## src/design/u2da_pkg.sv

```systemverilog
// shared constants and types for the 32-bit binary to decimal ascii converter
// no dependencies; imported by u2da_cell and uint32_to_decimal_ascii_core
package u2da_pkg;

    localparam int VALUE_W    = 32;
    localparam int SIZE_W     = 8;
    localparam int CHAR_W     = 6;
    localparam int BCD_W      = 4;
    localparam int NUM_DIGITS = 10;
    localparam int BIT_CNT_W  = $clog2(VALUE_W);
    localparam int DIGIT_CNT_W = $clog2(NUM_DIGITS + 1);

    localparam logic [CHAR_W-1:0] ASCII_ZERO = CHAR_W'(48);
    localparam logic [CHAR_W-1:0] ASCII_NUL  = CHAR_W'(0);

    typedef enum logic [1:0] {
        ST_IDLE,
        ST_CONV,
        ST_EMIT
    } t_state;

    // control shared by every cell of the chain
    typedef struct packed {
        logic clear;
        logic dabble;
        logic move;
    } t_cell_ctl;

endpackage

```

## src/design/u2da_cell.sv

```systemverilog
// one bcd digit cell of the double-dabble chain
// depends on u2da_pkg for widths and the cell control struct
module u2da_cell (
    input  logic                      i_clk,
    input  u2da_pkg::t_cell_ctl       i_ctl,
    input  logic                      i_carry,
    input  logic [u2da_pkg::BCD_W-1:0] i_digit,
    output logic                      o_carry,
    output logic [u2da_pkg::BCD_W-1:0] o_digit
);
    import u2da_pkg::*;

    logic [BCD_W-1:0] r_digit;
    logic [BCD_W-1:0] n_digit;
    logic [BCD_W-1:0] w_adj;

    // add three before the shift so the digit wraps at ten
    assign w_adj   = (r_digit >= BCD_W'(5)) ? r_digit + BCD_W'(3) : r_digit;
    assign o_carry = w_adj[BCD_W-1];
    assign o_digit = r_digit;

    always_comb begin
        n_digit = r_digit;
        if (i_ctl.clear) begin
            n_digit = '0;
        end else if (i_ctl.dabble) begin
            n_digit = {w_adj[BCD_W-2:0], i_carry};
        end else if (i_ctl.move) begin
            n_digit = i_digit;
        end
    end

    always_ff @(posedge i_clk) begin
        r_digit <= n_digit;
    end

endmodule

```

## src/design/uint32_to_decimal_ascii_core.sv

```systemverilog
// top level: converts a 32-bit unsigned value to decimal ascii characters
// depends on u2da_pkg and a chain of u2da_cell digit cells
//
//  channel | valid   | ready   | payload
//  --------+---------+---------+---------------------------
//  input   | i_valid | o_ready | i_value, i_buffer_size
//  output  | o_valid | i_ready | o_character, o_last
//
// an item runs through double-dabble in the ten digit cells (one value bit
// per cycle), then skips each leading zero and sends each character in turn.
// a buffer size below two is taken and gives no characters.
// reset (synchronous, active low) returns the sequencer to idle and empties
// the output register. output stalls hold the sequencer in the emit phase.
module uint32_to_decimal_ascii_core (
    input  logic                          i_clk,
    input  logic                          i_rst_n,
    input  logic                          i_valid,
    output logic                          o_ready,
    input  logic [u2da_pkg::VALUE_W-1:0]  i_value,
    input  logic [u2da_pkg::SIZE_W-1:0]   i_buffer_size,
    output logic                          o_valid,
    input  logic                          i_ready,
    output logic [u2da_pkg::CHAR_W-1:0]   o_character,
    output logic                          o_last
);
    import u2da_pkg::*;

    t_state                 r_state, n_state;
    logic [VALUE_W-1:0]     r_value, n_value;
    logic [BIT_CNT_W-1:0]   r_bit, n_bit;
    logic [DIGIT_CNT_W-1:0] r_left, n_left;
    logic [DIGIT_CNT_W-1:0] r_limit, n_limit;
    logic                   r_started, n_started;
    logic                   r_out_valid, n_out_valid;
    logic [CHAR_W-1:0]      r_char, n_char;
    logic                   r_last, n_last;

    t_cell_ctl              w_ctl;
    logic [NUM_DIGITS:0]    w_carry;
    logic [BCD_W-1:0]       w_digit [NUM_DIGITS];
    logic [BCD_W-1:0]       w_top;
    logic                   w_slot_free;
    logic                   w_in_txn;

    // cell 0 is least significant; digits move up towards the top cell
    assign w_carry[0] = r_value[VALUE_W-1];

    genvar g;
    generate
        for (g = 0; g < NUM_DIGITS; g++) begin : g_cell
            u2da_cell u_cell (
                .i_clk   (i_clk),
                .i_ctl   (w_ctl),
                .i_carry (w_carry[g]),
                .i_digit ((g == 0) ? BCD_W'(0) : w_digit[(g == 0) ? 0 : g-1]),
                .o_carry (w_carry[g+1]),
                .o_digit (w_digit[g])
            );
        end
    endgenerate

    assign w_top       = w_digit[NUM_DIGITS-1];
    assign o_ready     = (r_state == ST_IDLE);
    assign w_in_txn    = i_valid && o_ready;
    assign w_slot_free = !r_out_valid || i_ready;
    assign o_valid     = r_out_valid;
    assign o_character = r_char;
    assign o_last      = r_last;

    always_comb begin
        n_state     = r_state;
        n_value     = r_value;
        n_bit       = r_bit;
        n_left      = r_left;
        n_limit     = r_limit;
        n_started   = r_started;
        n_out_valid = r_out_valid && !i_ready;
        n_char      = r_char;
        n_last      = r_last;
        w_ctl       = '0;

        unique case (r_state)
            ST_IDLE: begin
                if (w_in_txn && (i_buffer_size >= SIZE_W'(2))) begin
                    w_ctl.clear = 1'b1;
                    n_value     = i_value;
                    n_bit       = '0;
                    n_left      = DIGIT_CNT_W'(NUM_DIGITS);
                    n_started   = 1'b0;
                    n_limit     = (i_buffer_size > SIZE_W'(NUM_DIGITS))
                                ? DIGIT_CNT_W'(NUM_DIGITS)
                                : DIGIT_CNT_W'(i_buffer_size - SIZE_W'(1));
                    n_state     = ST_CONV;
                end
            end
            ST_CONV: begin
                w_ctl.dabble = 1'b1;
                n_value      = {r_value[VALUE_W-2:0], 1'b0};
                n_bit        = r_bit + BIT_CNT_W'(1);
                if (r_bit == BIT_CNT_W'(VALUE_W - 1)) begin
                    n_state = ST_EMIT;
                end
            end
            ST_EMIT: begin
                if (!r_started && (w_top == '0) && (r_left > DIGIT_CNT_W'(1))) begin
                    // drop a leading zero, a lone zero digit is still sent
                    w_ctl.move = 1'b1;
                    n_left     = r_left - DIGIT_CNT_W'(1);
                end else if (w_slot_free) begin
                    n_out_valid = 1'b1;
                    if ((r_limit != '0) && (r_left != '0)) begin
                        w_ctl.move = 1'b1;
                        n_left     = r_left - DIGIT_CNT_W'(1);
                        n_limit    = r_limit - DIGIT_CNT_W'(1);
                        n_started  = 1'b1;
                        n_char     = ASCII_ZERO + CHAR_W'(w_top);
                        n_last     = 1'b0;
                    end else begin
                        n_char  = ASCII_NUL;
                        n_last  = 1'b1;
                        n_state = ST_IDLE;
                    end
                end
            end
            default: begin
                n_state = ST_IDLE;
            end
        endcase
    end

    always_ff @(posedge i_clk) begin
        if (!i_rst_n) begin
            r_state     <= ST_IDLE;
            r_out_valid <= 1'b0;
        end else begin
            r_state     <= n_state;
            r_out_valid <= n_out_valid;
        end
    end

    always_ff @(posedge i_clk) begin
        r_value   <= n_value;
        r_bit     <= n_bit;
        r_left    <= n_left;
        r_limit   <= n_limit;
        r_started <= n_started;
        r_char    <= n_char;
        r_last    <= n_last;
    end

    // a 32-bit value never overflows ten decimal digits
    a_no_top_carry: assert property (@(posedge i_clk) disable iff (!i_rst_n)
        (r_state == ST_CONV) |-> !w_carry[NUM_DIGITS])
        else $error("carry out of the most significant digit cell");

    a_digit_char: assert property (@(posedge i_clk) disable iff (!i_rst_n)
        (o_valid && !o_last) |->
            (o_character >= ASCII_ZERO) && (o_character <= ASCII_ZERO + CHAR_W'(9)))
        else $error("non-final character is not a decimal digit");

    a_nul_last: assert property (@(posedge i_clk) disable iff (!i_rst_n)
        (o_valid && o_last) |-> (o_character == ASCII_NUL))
        else $error("final character is not nul");

    a_counts_bounded: assert property (@(posedge i_clk) disable iff (!i_rst_n)
        (r_state == ST_EMIT) |->
            (r_left <= DIGIT_CNT_W'(NUM_DIGITS)) && (r_limit <= DIGIT_CNT_W'(NUM_DIGITS)))
        else $error("digit counters out of range");

    a_emit_after_conv: assert property (@(posedge i_clk) disable iff (!i_rst_n)
        ((r_state == ST_CONV) && (r_bit == BIT_CNT_W'(VALUE_W - 1))) |=>
            (r_state == ST_EMIT))
        else $error("conversion did not hand over to emission");

endmodule

```

## config.mk

```make
export PLATFORM = sky130hd
export DESIGN_NAME = uint32_to_decimal_ascii_core
export DESIGN_NICKNAME = d
export VERILOG_FILES = /design/src/design/u2da_pkg.sv /design/src/design/u2da_cell.sv /design/src/design/uint32_to_decimal_ascii_core.sv
export SDC_FILE = /design/constraint.sdc
export NUM_CORES = 1
export LEC_CHECK = 0
export BUFFER_PORTS_ARGS = -buffer_cell sky130_fd_sc_hd__clkbuf_2
export CAP_MARGIN = 20
export CELL_PAD_IN_SITES_DETAIL_PLACEMENT = 2
export CELL_PAD_IN_SITES_GLOBAL_PLACEMENT = 2
export CORE_UTILIZATION = 40
export DETAILED_ROUTE_END_ITERATION = 8
export MAX_ROUTING_LAYER = met4
export PLACE_DENSITY = 0.95
export SYNTH_ARGS = -nofsm -noshare
export SYNTH_HDL_FRONTEND = slang
export SYNTH_SLANG_ARGS = --single-unit
```

## constraint.sdc

```tcl
create_clock -name i_clk -period 7.1 [get_ports i_clk]
set_input_delay 1.065 -clock i_clk [delete_from_list [all_inputs] [get_ports i_clk]]
set_output_delay 1.065 -clock i_clk [all_outputs]
set_load 0.02 [all_outputs]
```

==> run_results.csv <==
group,metric,value,unit
run_status,run_status,"finished clean",
clock_network,cts_buffer_depth,2,
finish,diodes,0,
finish,seq_area,2420,µm²
setup_path,cp.required,7340,ps
die,die_x,118,µm
setup_path,cp.arrival,3400,ps
clock_network,hold_buffers,0,
setup_path,endpoint_kind,"flop",
detailed_routing,routed_wl,17.4,mm
power_and_ir_drop,power,0.00151,W
logic_synthesis,syn-num-nets,661,
placement,placed_area,5700,µm²
placement,dp_hpwl,11.5,mm
detailed_routing,first_pass_iters,4,
setup_path,slowest_delay,890,ps
detailed_routing,drtAntennaViolNets,0,
logic_synthesis,synth_top_flop_cell,"edfxtp_1",
logic_synthesis,yosysSeqAreaShare,45.4,%
setup_path,path_cells,"nand2b_1 > inv_1 > o21ai_4 > nand2_2 > a221oi_1",
finish,multiInputGateArea,2660,µm²
die,ios,53,
setup_path,start_kind,"flop",
logic_synthesis,async_reset_ff_share,0,%
clock_network,cts_made_buffers,9,
sta,fin_crit,3150,ps
logic_synthesis,ys_top_cells_by_area,"edfxtp_1 (29%), dfxtp_1 (16%), nand2_1 (9.6%)",
power_and_ir_drop,powerDensity,252,nW/µm²
logic_synthesis,synth_top_cell_area_share,29.2,%
detailed_routing,vias,4592,
placement,gp_congestion,0.786,
logic_synthesis,synth_seq_cells,95,
sta,skew,9.96,ps
logic_synthesis,ys_warn_count,0,
finish,fin_util,46.8,%
finish,drive_above_1_share,12.9,%
global_routing,antenna_found_initial,0,
global_routing,grt_max_degree,99,
global_routing,grtUsageTotal,27.0,%
die,start_util,41.6,%
sta,setup_viol,0,
global_routing,grt_pass1_vias,5217,
power_and_ir_drop,leakage,2.49,nW
die,num_rows,41,
die,fp.dieArea,13800,µm²
detailed_routing,drt-wirelength-per-cell,21.8,µm
global_routing,grt_overflow_total,0,
flow_run,cap_violations,0,
detailed_routing,drt_iter0_drc,230,
logic_synthesis,synth_cells,588,
setup_path,cp.depth,5,
global_routing,grt_pass1_wl,28.1,mm
clock_network,cts.sink_count,95,
sta,final.setup.tns,0,ps
sta,drv_slew,0,
logic_synthesis,synth_edf_count,52,
sta,max_freq,317,MHz
sta,rsz0062_at_grt,"false",
setup_path,slowest_stage,"dfxtp_1",
sta,fin_ws,3950,ps
detailed_routing,via_per_inst,5.74,
clock_network,cts_tree,"built",
hold_path,hold_path_depth,2,
finish,nets,696,
die,die_y,118,µm
logic_synthesis,avgSynthCellArea,9.08,µm²
clock_network,clkTransAtPathRegs,70,ps
logic_synthesis,synth.distinct_cells,51,
setup_path,crit_fanout,31,
die,core_area,12800,µm²
finish,syn_to_final_growth,12.3,%
power_and_ir_drop,ir_drop,0.191,mV
clock_network,clock_latency,360,ps
clock_network,h-tree-depth,3,
clock_network,cts_resized,0,
clock_network,post_cts_buffers,0,
logic_synthesis,yosysTopAreaCell,"edfxtp_1",
hold_path,hold_path.class,"reg2reg",
placement,numPortBuffers,52,
finish,fillers,1427,
clock_network,root_buffer,"clkbuf_16",
placement,pre_cts_slack,3730,ps
logic_synthesis,syn_area,5340,µm²
setup_path,critical_path.top_delay_family,"compound AO/OA/AOI/OAI gates",
setup_path,cp_num_buf_inv,1,
sta,slew_headroom,32.6,%
setup_path,reg2reg_depth,5,
sta,layout_worst_path_cycle_share,44.4,%
setup_path,crit_type,"reg2reg",
finish,fin_area,6000,µm²
detailed_routing,drcViolationCount,0,
sta,hold_violations,0,
sta,worst_pin_slew,1010,ps
-- worst register-to-register path, cell delays in order (launching register included) --
cell and delay, ps:
dfxtp_1 890, nand2b_1 410, inv_1 400, o21ai_4 500, nand2_2 420, a221oi_1 410
-- layout by cell type (no fill, tap or decap), types with 6 or more instances in the layout --
cell and n:
nand2_1 136, a31oi_1 11, nor2_1 28, a311oi_1 6
nand2b_1 12, clkbuf_2 52, and2_1 6, dfxtp_1 43
a32oi_1 15, inv_1 30, ha_1 29, edfxtp_1 52
nand3_1 22, mux2i_1 33, a21oi_1 26, xnor2_1 17
o21ai_0 43, clkbuf_16 9
-- area by class of cell --
type	instances	area share (%)
inverters	31	1.94
well taps	172	3.59
flip-flops and latches	95	40.4
clock inverters	7	0.793
clock buffers	9	3.76
repair buffers	57	5.18
multi-input cells	429	44.3
-- routing by layer --
| layer | part of all wire [%] | global-route usage [%] | vias to the layer above |
|---|---|---|---|
| met3 | 3.5 | 5.38 | 52 |
| met1 | 40 | 29.4 | 2294 |
| met5 | 0 | - | - |
| li1 | - | - | 2133 |
| met2 | 53 | 48.1 | 113 |
| met4 | 3.2 | 10.6 | 0 |
-- synth_stat cells (6+ instances only) --
library cell  instances
buf_2                10
a311oi_1              6
xnor2_1              17
o21ai_0              43
nand2b_1             13
mux2i_1              33
edfxtp_1             52
and2_1                6
nand3_1              22
nor2_1               28
a21oi_1              26
a31oi_1              11
inv_1                30
dfxtp_1              43
nand2_1             136
a32oi_1              15
clkbuf_1             15
ha_1                 29
-- final timing paths --
kind              start                           to  slack [ps]
max          r_state[0]  g_cell[9].u_cell.o_digit[0]        3950
min          r_value[8]                   r_value[9]         520
max reg2reg  r_state[0]  g_cell[9].u_cell.o_digit[0]        3950
min reg2reg  r_value[8]                   r_value[9]         520
-- metrics by stage --
stage / instances / hold slack (ps)
after floorplan: 588 / 477
after global placement: 783 / 488
after detailed placement: 783 / 501
after CTS: 799 / 525
after global routing: 800 / 539
final: 800 / 520
-- registers in the layout, summed over array words and instances, names as in the netlist --
signal and count:
o_character 5, r_state 2, g_cell.u_cell.o_digit 40, r_left 4, r_started 1, r_value 32
o_valid 1, r_limit 4, o_last 1, r_bit 5
-- power by group --
part / switching [W] / internal, W
clock network: 0.000227 / 0.000238
logic: 0.000199 / 0.000124
registers: 0.0000710 / 0.000653
total: 0.000497 / 0.00102
-- kinds of logic (layout without fill, tap and decap cells) --
group	Yosys count	in the layout	synth area share [%]
AO/OA/AOI/OAI	122	122	14.8
XOR/XNOR	18	18	2.95
adder cells (fa/ha/maj)	29	29	6.79
buffers and inverters	64	104	5.04
flip-flops	95	95	45.4
multiplexers	33	33	6.19
AND/OR/NAND/NOR	227	227	18.9
(Power assumes the default switching activity.)
